$ cat config.mk
export PLATFORM = sky130hd
export DESIGN_NAME = counting_semaphore_with_wait_queue_top
export DESIGN_NICKNAME = d
export VERILOG_FILES = /design/src/rtl/csq_pkg.sv /design/src/rtl/csq_ctrl.sv /design/src/rtl/csq_dp.sv /design/src/rtl/counting_semaphore_with_wait_queue_top.sv
export SDC_FILE = /design/constraint.sdc
export NUM_CORES = 1
export LEC_CHECK = 0
export ABC_AREA = 1
export BUFFER_PORTS_ARGS = -buffer_cell sky130_fd_sc_hd__buf_2
export CAP_MARGIN = 15
export CORE_MARGIN = 3
export CORE_UTILIZATION = 61
export DETAILED_ROUTE_END_ITERATION = 16
export GPL_ROUTABILITY_DRIVEN = 0
export MAX_ROUTING_LAYER = met4
export PLACE_DENSITY_LB_ADDON = 0.1
export SKIP_CTS_REPAIR_TIMING = 1
export SLEW_MARGIN = 0
export SYNTH_ARGS = -nofsm -noshare
export SYNTH_HDL_FRONTEND = slang
export SYNTH_HIERARCHICAL = 1
export SYNTH_SLANG_ARGS = --single-unit
$ cat constraint.sdc
create_clock -name clk -period 4.1 [get_ports clk]
set_clock_uncertainty 0.15 [all_clocks]
set_input_delay 0.41 -clock clk [delete_from_list [all_inputs] [get_ports clk]]
set_output_delay 0.41 -clock clk [all_outputs]
set_load 0.02 [all_outputs]
$ cat src/rtl/csq_pkg.sv
// Counting semaphore with wait queue: shared types, constants and helpers.
// Used by csq_ctrl, csq_dp, the top level and csq_checker. No dependencies.
package csq_pkg;

  localparam int QUEUE_DEPTH    = 64;
  localparam int THREAD_ID_BITS = 8;

  localparam int MODE_W   = 3;
  localparam int STATUS_W = 3;
  localparam int COUNT_W  = 16;
  localparam int INIT_W   = 15;
  localparam int TID_W    = 8;

  localparam int QPTR_W = (QUEUE_DEPTH > 1) ? $clog2(QUEUE_DEPTH) : 1;
  localparam int QLEN_W = $clog2(QUEUE_DEPTH + 1);
  localparam int QID_W  = (THREAD_ID_BITS < TID_W) ? THREAD_ID_BITS : TID_W;

  localparam logic [COUNT_W-1:0] COUNT_MAX = COUNT_W'(32767);

  typedef enum logic [MODE_W-1:0] {
    MODE_WAIT      = 3'd0,
    MODE_SIGNAL    = 3'd1,
    MODE_TRY_WAIT  = 3'd2,
    MODE_CLOSE     = 3'd3,
    MODE_BROADCAST = 3'd4,
    MODE_OPEN      = 3'd5
  } mode_t;

  typedef enum logic [STATUS_W-1:0] {
    ST_OK          = 3'd0,
    ST_BLOCKED     = 3'd1,
    ST_WOULD_BLOCK = 3'd2,
    ST_CLOSED      = 3'd3,
    ST_FULL        = 3'd4
  } status_t;

  typedef enum logic [1:0] {
    CMD_NONE,
    CMD_LOAD,
    CMD_EXEC,
    CMD_POP
  } cmd_t;

  typedef enum logic [1:0] {
    S_IDLE,
    S_EXEC,
    S_DRAIN
  } state_t;

  typedef struct packed {
    logic out_free;
    logic exec_more;
    logic pop_more;
  } dp_stat_t;

  function automatic logic [QPTR_W-1:0] ptr_inc(input logic [QPTR_W-1:0] p);
    return (p == QPTR_W'(QUEUE_DEPTH - 1)) ? '0 : p + 1'b1;
  endfunction

endpackage

$ cat src/rtl/csq_ctrl.sv
// Sequencer for the counting semaphore: accepts an operation, executes it,
// then issues one pop per remaining waiter on a drain. Uses csq_pkg.
module csq_ctrl (
  input  logic              clk,
  input  logic              rst,
  input  logic              in_valid,
  output logic              in_stall,
  input  csq_pkg::dp_stat_t stat,
  output csq_pkg::cmd_t     cmd
);
  import csq_pkg::*;

  state_t state, state_next;

  always_ff @(posedge clk) begin
    if (rst) begin
      state <= S_IDLE;
    end else begin
      state <= state_next;
    end
  end

  always_comb begin
    state_next = state;
    cmd        = CMD_NONE;
    in_stall   = 1'b1;
    case (state)
      S_IDLE: begin
        in_stall = 1'b0;
        if (in_valid) begin
          cmd        = CMD_LOAD;
          state_next = S_EXEC;
        end
      end
      S_EXEC: begin
        if (stat.out_free) begin
          cmd        = CMD_EXEC;
          state_next = stat.exec_more ? S_DRAIN : S_IDLE;
        end
      end
      S_DRAIN: begin
        if (stat.out_free) begin
          cmd        = CMD_POP;
          state_next = stat.pop_more ? S_DRAIN : S_IDLE;
        end
      end
      default: state_next = S_IDLE;
    endcase
  end

endmodule

$ cat src/rtl/csq_dp.sv
// Semaphore datapath: count, open flag, wait queue memory and pointers,
// and the output word register. Driven by csq_ctrl commands. Uses csq_pkg.
module csq_dp (
  input  logic                           clk,
  input  logic                           rst,
  input  csq_pkg::cmd_t                  cmd,
  output csq_pkg::dp_stat_t              stat,
  input  logic                           cfg_we,
  input  logic [csq_pkg::INIT_W-1:0]     cfg_wdata,
  input  logic [csq_pkg::MODE_W-1:0]     mode,
  input  logic [csq_pkg::TID_W-1:0]      thread_id,
  output logic                           out_valid,
  input  logic                           out_stall,
  output logic [csq_pkg::STATUS_W-1:0]   status,
  output logic signed [csq_pkg::COUNT_W-1:0] count_value,
  output logic                           released_valid,
  output logic [csq_pkg::TID_W-1:0]      released_thread,
  output logic                           last
);
  import csq_pkg::*;

  logic [QID_W-1:0]   mem [QUEUE_DEPTH];
  logic [QID_W-1:0]   rd_data;

  logic [MODE_W-1:0]  mode_r;
  logic [QID_W-1:0]   tid_r;
  logic [INIT_W-1:0]  init_cnt;
  logic [COUNT_W-1:0] count, count_next, count_inc;
  logic               sem_open, sem_open_next;
  logic [QPTR_W-1:0]  head, head_next, tail;
  logic [QLEN_W-1:0]  len;

  logic               push, pop, rel, last_o, load_out;
  status_t            st;
  logic               cnt_le0, inc_le0, q_full, q_empty, len_gt1, drain_op;

  assign count_inc = count + COUNT_W'(1);
  assign cnt_le0   = count[COUNT_W-1] || (count == '0);
  assign inc_le0   = count_inc[COUNT_W-1] || (count_inc == '0);
  assign q_full    = (len == QLEN_W'(QUEUE_DEPTH));
  assign q_empty   = (len == '0);
  assign len_gt1   = (len > QLEN_W'(1));
  assign drain_op  = (mode_r == MODE_CLOSE) || ((mode_r == MODE_BROADCAST) && sem_open);

  assign stat.out_free  = !out_valid || !out_stall;
  assign stat.exec_more = drain_op && len_gt1;
  assign stat.pop_more  = len_gt1;

  always_comb begin
    count_next    = count;
    sem_open_next = sem_open;
    push          = 1'b0;
    pop           = 1'b0;
    rel           = 1'b0;
    last_o        = 1'b1;
    st            = ST_OK;
    if (cmd == CMD_EXEC) begin
      if (!sem_open && (mode_r <= MODE_TRY_WAIT || mode_r == MODE_BROADCAST)) begin
        st = ST_CLOSED;
      end else begin
        case (mode_t'(mode_r))
          MODE_WAIT: begin
            if (cnt_le0 && q_full) begin
              st = ST_FULL;
            end else begin
              count_next = count - COUNT_W'(1);
              if (cnt_le0) begin
                push = 1'b1;
                st   = ST_BLOCKED;
              end
            end
          end
          MODE_SIGNAL: begin
            if (count == COUNT_MAX) begin
              st = ST_FULL;
            end else begin
              count_next = count_inc;
              if (inc_le0 && !q_empty) begin
                pop = 1'b1;
                rel = 1'b1;
              end
            end
          end
          MODE_TRY_WAIT: begin
            if (cnt_le0) begin
              st = ST_WOULD_BLOCK;
            end else begin
              count_next = count - COUNT_W'(1);
            end
          end
          MODE_CLOSE: begin
            count_next    = '0;
            sem_open_next = 1'b0;
            if (!q_empty) begin
              pop    = 1'b1;
              rel    = 1'b1;
              last_o = !len_gt1;
            end
          end
          MODE_BROADCAST: begin
            if (!q_empty) begin
              pop    = 1'b1;
              rel    = 1'b1;
              last_o = !len_gt1;
              if (count != COUNT_MAX) begin
                count_next = count_inc;
              end
            end
          end
          MODE_OPEN: begin
            if (!sem_open) begin
              count_next    = COUNT_W'(init_cnt);
              sem_open_next = 1'b1;
            end
          end
          default: st = ST_OK;
        endcase
      end
    end else if (cmd == CMD_POP) begin
      pop    = 1'b1;
      rel    = 1'b1;
      last_o = !len_gt1;
      if (mode_r == MODE_BROADCAST && count != COUNT_MAX) begin
        count_next = count_inc;
      end
    end
  end

  assign load_out  = (cmd == CMD_EXEC) || (cmd == CMD_POP);
  assign head_next = pop ? ptr_inc(head) : head;

  // read ahead at the next head so a pop is followed by valid data
  always_ff @(posedge clk) begin
    rd_data <= mem[head_next];
    if (push) begin
      mem[tail] <= tid_r;
    end
  end

  always_ff @(posedge clk) begin
    if (rst) begin
      init_cnt  <= '0;
      count     <= '0;
      sem_open  <= 1'b1;
      head      <= '0;
      tail      <= '0;
      len       <= '0;
      out_valid <= 1'b0;
    end else begin
      if (cfg_we) begin
        init_cnt <= cfg_wdata;
      end
      count    <= count_next;
      sem_open <= sem_open_next;
      head     <= head_next;
      if (push) begin
        tail <= ptr_inc(tail);
        len  <= len + QLEN_W'(1);
      end else if (pop) begin
        len  <= len - QLEN_W'(1);
      end
      if (load_out) begin
        out_valid <= 1'b1;
      end else if (!out_stall) begin
        out_valid <= 1'b0;
      end
    end
  end

  always_ff @(posedge clk) begin
    if (cmd == CMD_LOAD) begin
      mode_r <= mode;
      tid_r  <= thread_id[QID_W-1:0];
    end
    if (load_out) begin
      status          <= st;
      count_value     <= count_next;
      released_valid  <= rel;
      released_thread <= rel ? TID_W'(rd_data) : '0;
      last            <= last_o;
    end
  end

endmodule

$ cat src/rtl/counting_semaphore_with_wait_queue_top.sv
// Counting semaphore with a FIFO of blocked thread ids. An operation is
// accepted, then executed, before its word is in the output register;
// close and broadcast with n waiters then give n words, one per cycle while
// the output channel does not stall, as the wait queue memory is popped one
// entry a cycle. The next operation is accepted once the last word of the
// current one is in the output register. The initial count written on
// cfg_wdata is loaded into the count only when a closed semaphore is opened.
module counting_semaphore_with_wait_queue_top (
  input  logic                               clk,
  input  logic                               rst,
  input  logic                               cfg_we,
  input  logic [csq_pkg::INIT_W-1:0]         cfg_wdata,
  input  logic                               in_valid,
  output logic                               in_stall,
  input  logic [csq_pkg::MODE_W-1:0]         mode,
  input  logic [csq_pkg::TID_W-1:0]          thread_id,
  output logic                               out_valid,
  input  logic                               out_stall,
  output logic [csq_pkg::STATUS_W-1:0]       status,
  output logic signed [csq_pkg::COUNT_W-1:0] count_value,
  output logic                               released_valid,
  output logic [csq_pkg::TID_W-1:0]          released_thread,
  output logic                               last
);
  import csq_pkg::*;

  cmd_t     cmd;
  dp_stat_t stat;

  csq_ctrl u_ctrl (
    .clk      (clk),
    .rst      (rst),
    .in_valid (in_valid),
    .in_stall (in_stall),
    .stat     (stat),
    .cmd      (cmd)
  );

  csq_dp u_dp (
    .clk             (clk),
    .rst             (rst),
    .cmd             (cmd),
    .stat            (stat),
    .cfg_we          (cfg_we),
    .cfg_wdata       (cfg_wdata),
    .mode            (mode),
    .thread_id       (thread_id),
    .out_valid       (out_valid),
    .out_stall       (out_stall),
    .status          (status),
    .count_value     (count_value),
    .released_valid  (released_valid),
    .released_thread (released_thread),
    .last            (last)
  );

endmodule

==> impl_results.md <==
- HP Start: cfg_we
- Clock sinks: 614
- Fill cells: around 3.4k
- Setup Crit Path Kind: reg2reg
- Worst Hold Path EP: u_dp/init_cnt[14]
- Post-Layout Cell Count: 3,800
- Post-DP Area: 0.0300 mm²
- Pwr per Cell Area: roughly 440 mW/mm²
- Drt via density: about 5.7
- Sw power: around 3.6 mW
- Clock Power Share: 40.2%
- Setup TNS: 0 ns
- Pin count of the biggest net entering global routing: 65
- IO Count: between 60 and 70
- Design area: 0.0326 mm²
- Share of cells above drive strength 1: 10.4%
- Cell Int Power: about 11 mW
- Die footprint: ~0.049 mm²
- Wirelength per Cell: 20.1 µm
- Setup crit start kind: register
- Count of cell types in the netlist: 53
- Post-synthesis register bit count: 614
- RR Startpoint: u_dp/count[2]
- Post-Syn Instances: 2,997
- Synthesized Nets: 3,036
- Sw Share: 24.8%
- CTS root buf: clkbuf_16
- Initial antenna violation count: 0
- Hold path depth: 3
- Run status: finished clean
- Max IR drop VDD: around 0.00039 V
- First-pass GRT wire length: roughly 120,000 µm
- Antenna Violating Nets Remaining: 0
- Predominant post-synthesis flop cell: edfxtp_1
- Register share of total power: 48.4%
- Worst Setup End Kind: register
- CP max stage cell: o21ai_2
- Final hold vios: 0
- Reg-to-Reg End: u_dp/rd_data[2]
- Num CTS Buffers: 61
- Starting DRT DRC Count: 3,171
- Clk Latency, worst-skew pair: 0.64 ns
- Max incr delay on CP: ~0.56 ns
- Synthesized cell area: 0.0285 mm²
- CTS tree: done
- Die Span Y: between 200 and 250 µm
- Worst slew pin tran: between 1 and 1.5 ns
- # placed instances: 3,643
- Clk buf depth: 3
- Drc violations: 0
- CP Cell Sequence: nand2_1 > nor2_1 > nand2_1 > clkinv_1 > nand3_1 > xor2_1 > nand2_1 > nand2_2 > nand2_8 > buf_4 > o21ai_2 > clkinv_1 > nand3_1 > nand2_1
- Initial Util: ~62%
- Max_cap viols: 0
- RSZ-0062 raised after global routing: no
- Comb power frac: 11.3%
- Vias: 21.8k
- Final setup fails: 0
- Crit path DAT: 4.31 ns
- Crit path required time: 4.46 ns
- Post-layout util: 71.2%
- Critical Path Most Common Cell: nand2_1
- H-tree depth: 2
- Total global routing track utilization: 30.8%
- Seq/Total Area, Yosys: 62.4%
- Setup slack on the worst flop-to-flop path: ~0.16 ns
- Avg Cell Area, Syn: 9.52 µm²
- Hold WC Path Type: in2reg
- Grt ovf: 0
- EDFF count, synth: between 500 and 600
- Period minus WS final: 3.94 ns
- Chip Width: 222 µm
- Fin crit share: 96.2%
- Reg2Reg Depth: 14
- Port bufs: about 60
- Slew HR: 23.3%
- Vias in the first global route: 20.4k
- Crit Path Max Fanout: 10
- Final wirelength: 76,400 µm
- Fin nets: 3,188
- Core ar.: 0.0458 mm²
- Final HPWL DP: 46,800 µm
- Leak: 14.0 nW
- Final-report max-slew violation count: 0
- Antenna diodes: 0
- Core Rows: 78
- Drt pass-1 iters: 7
- Syn. warnings: 6
- CTS clk-pin slew, worst paths: ~0.07 ns
- Synth async-reset ratio: 0%
- Area growth, synth to finish: 14.3%
- WHS: ~0.08 ns
- Fmax: 254 MHz
## power groups by stage
| stage | clock (mW) | sequential (mW) | combinational (mW) |
|---|---|---|---|
| floorplan | 0 | 7.13 | 0.997 |
| detailed placement | 0 | 7.10 | 1.50 |
| global route | 6.13 | 6.97 | 1.77 |
| finish | 5.79 | 6.97 | 1.63 |
| CTS | 5.85 | 6.97 | 1.51 |
| global placement | 0 | 7.11 | 1.47 |
## synthesized netlist by cell type (all sizes together), types with 8 or more instances
| master | instances | area, µm² |
|---|---|---|
| nand2 | 647 | 2480 |
| xor2 | 17 | 164 |
| dfxtp | 62 | 1240 |
| inv | 590 | 2210 |
| clkbuf | 23 | 86.3 |
| a21oi | 54 | 270 |
| edfxtp | 552 | 16600 |
| ha | 8 | 100 |
| buf | 109 | 704 |
| nand4 | 10 | 62.6 |
| nor3 | 18 | 95.1 |
| nor2 | 178 | 696 |
| nand3 | 585 | 2950 |
| o21ai | 77 | 408 |
| o211ai | 9 | 67.6 |
## critical path: cells and delay by family, from the launching register on
family	cells	cell delay [ns]
compound gates	1	0.56
xor+xnor	1	0.31
buf+inv	3	0.77
flops	1	0.53
simple gates	9	1.48
## logic make-up (layout without fill, tap and decap cells)
| group | Yosys count | in the layout | synth area share, % |
|---|---|---|---|
| adder cells (fa/ha/maj) | 8 | 8 | 0.351 |
| AND/OR/NAND/NOR | 1453 | 1455 | 22.4 |
| AO/OA/AOI/OAI | 177 | 177 | 3.65 |
| flip-flops | 614 | 614 | 62.4 |
| buffers and inverters | 728 | 929 | 10.6 |
| XOR/XNOR | 17 | 17 | 0.574 |
## layout make-up
type                       count  area (µm²)  area share [%]
clock buffer                  78        1650            5.06
clock inverter                36         449            1.38
inverter                     596        2240            6.86
multi-input combinational   1657        7820            24.0
sequential                   614       17800            54.6
tap                          600         751            2.30
timing repair buffer         219        1880            5.77
## state kept, by name, summed over array words and instances (netlist names), 6 cells and up
register / flops
u_dp/head: 6
u_dp/len: 7
u_dp/init_cnt: 15
u_dp/count_value: 16
u_dp/count: 16
u_dp/mem: 512
u_dp/tid_r: 8
u_dp/released_thread: 8
u_dp/tail: 6
u_dp/rd_data: 8
## how the worst max path moves through the flow
stage	startpoint	end	slack, ns
floorplan	out_stall	u_dp/mem[15][0]	0.39
global placement	u_dp/count[1]	u_dp/rd_data[4]	0.15
detailed placement	u_dp/count[1]	u_dp/rd_data[2]	0.05
CTS	u_dp/count[1]	u_dp/rd_data[2]	0.03
global route	u_dp/count[0]	u_dp/mem[33][4]	0.004
finish	u_dp/count[2]	u_dp/rd_data[2]	0.16
## placed cells by master (no fill, tap or decap), drive strengths merged, types with 2 or more instances in the layout
cell         instances
nand2              649
inv                592
nand3              585
edfxtp             552
buf                187
nor2               178
clkbuf              82
o21ai               77
dfxtp               62
a21oi               54
dlygate4sd3         28
clkinv              27
nor3                18
xor2                17
nand4               10
bufinv               9
o211ai               9
ha                   8
nor4                 6
clkinvlp             4
and2                 4
o22ai                4
a221oi               4
o221ai               4
a211oi               4
a31oi                4
nor3b                3
a22o                 3
o21a                 3
a22oi                3
a21o                 2
or2                  2
## per-stage QoR
| stage | power [mW] | setup slack (ns) |
|---|---|---|
| floorplan | 8.13 | 0.388 |
| global placement | 8.58 | 0.148 |
| detailed placement | 8.60 | 0.0483 |
| CTS | 14.3 | 0.0290 |
| global route | 14.9 | 0.00427 |
| finish | 14.4 | 0.158 |
## layer usage
metal	GRT usage [%]	vias to the layer above	routed length (µm)
li1	-	10100	-
met1	42.3	10300	30200
met2	46.9	1268	35200
met3	5.19	213	8100
met4	11.3	0	2930
met5	-	-	0
(Power assumes the default switching activity.)
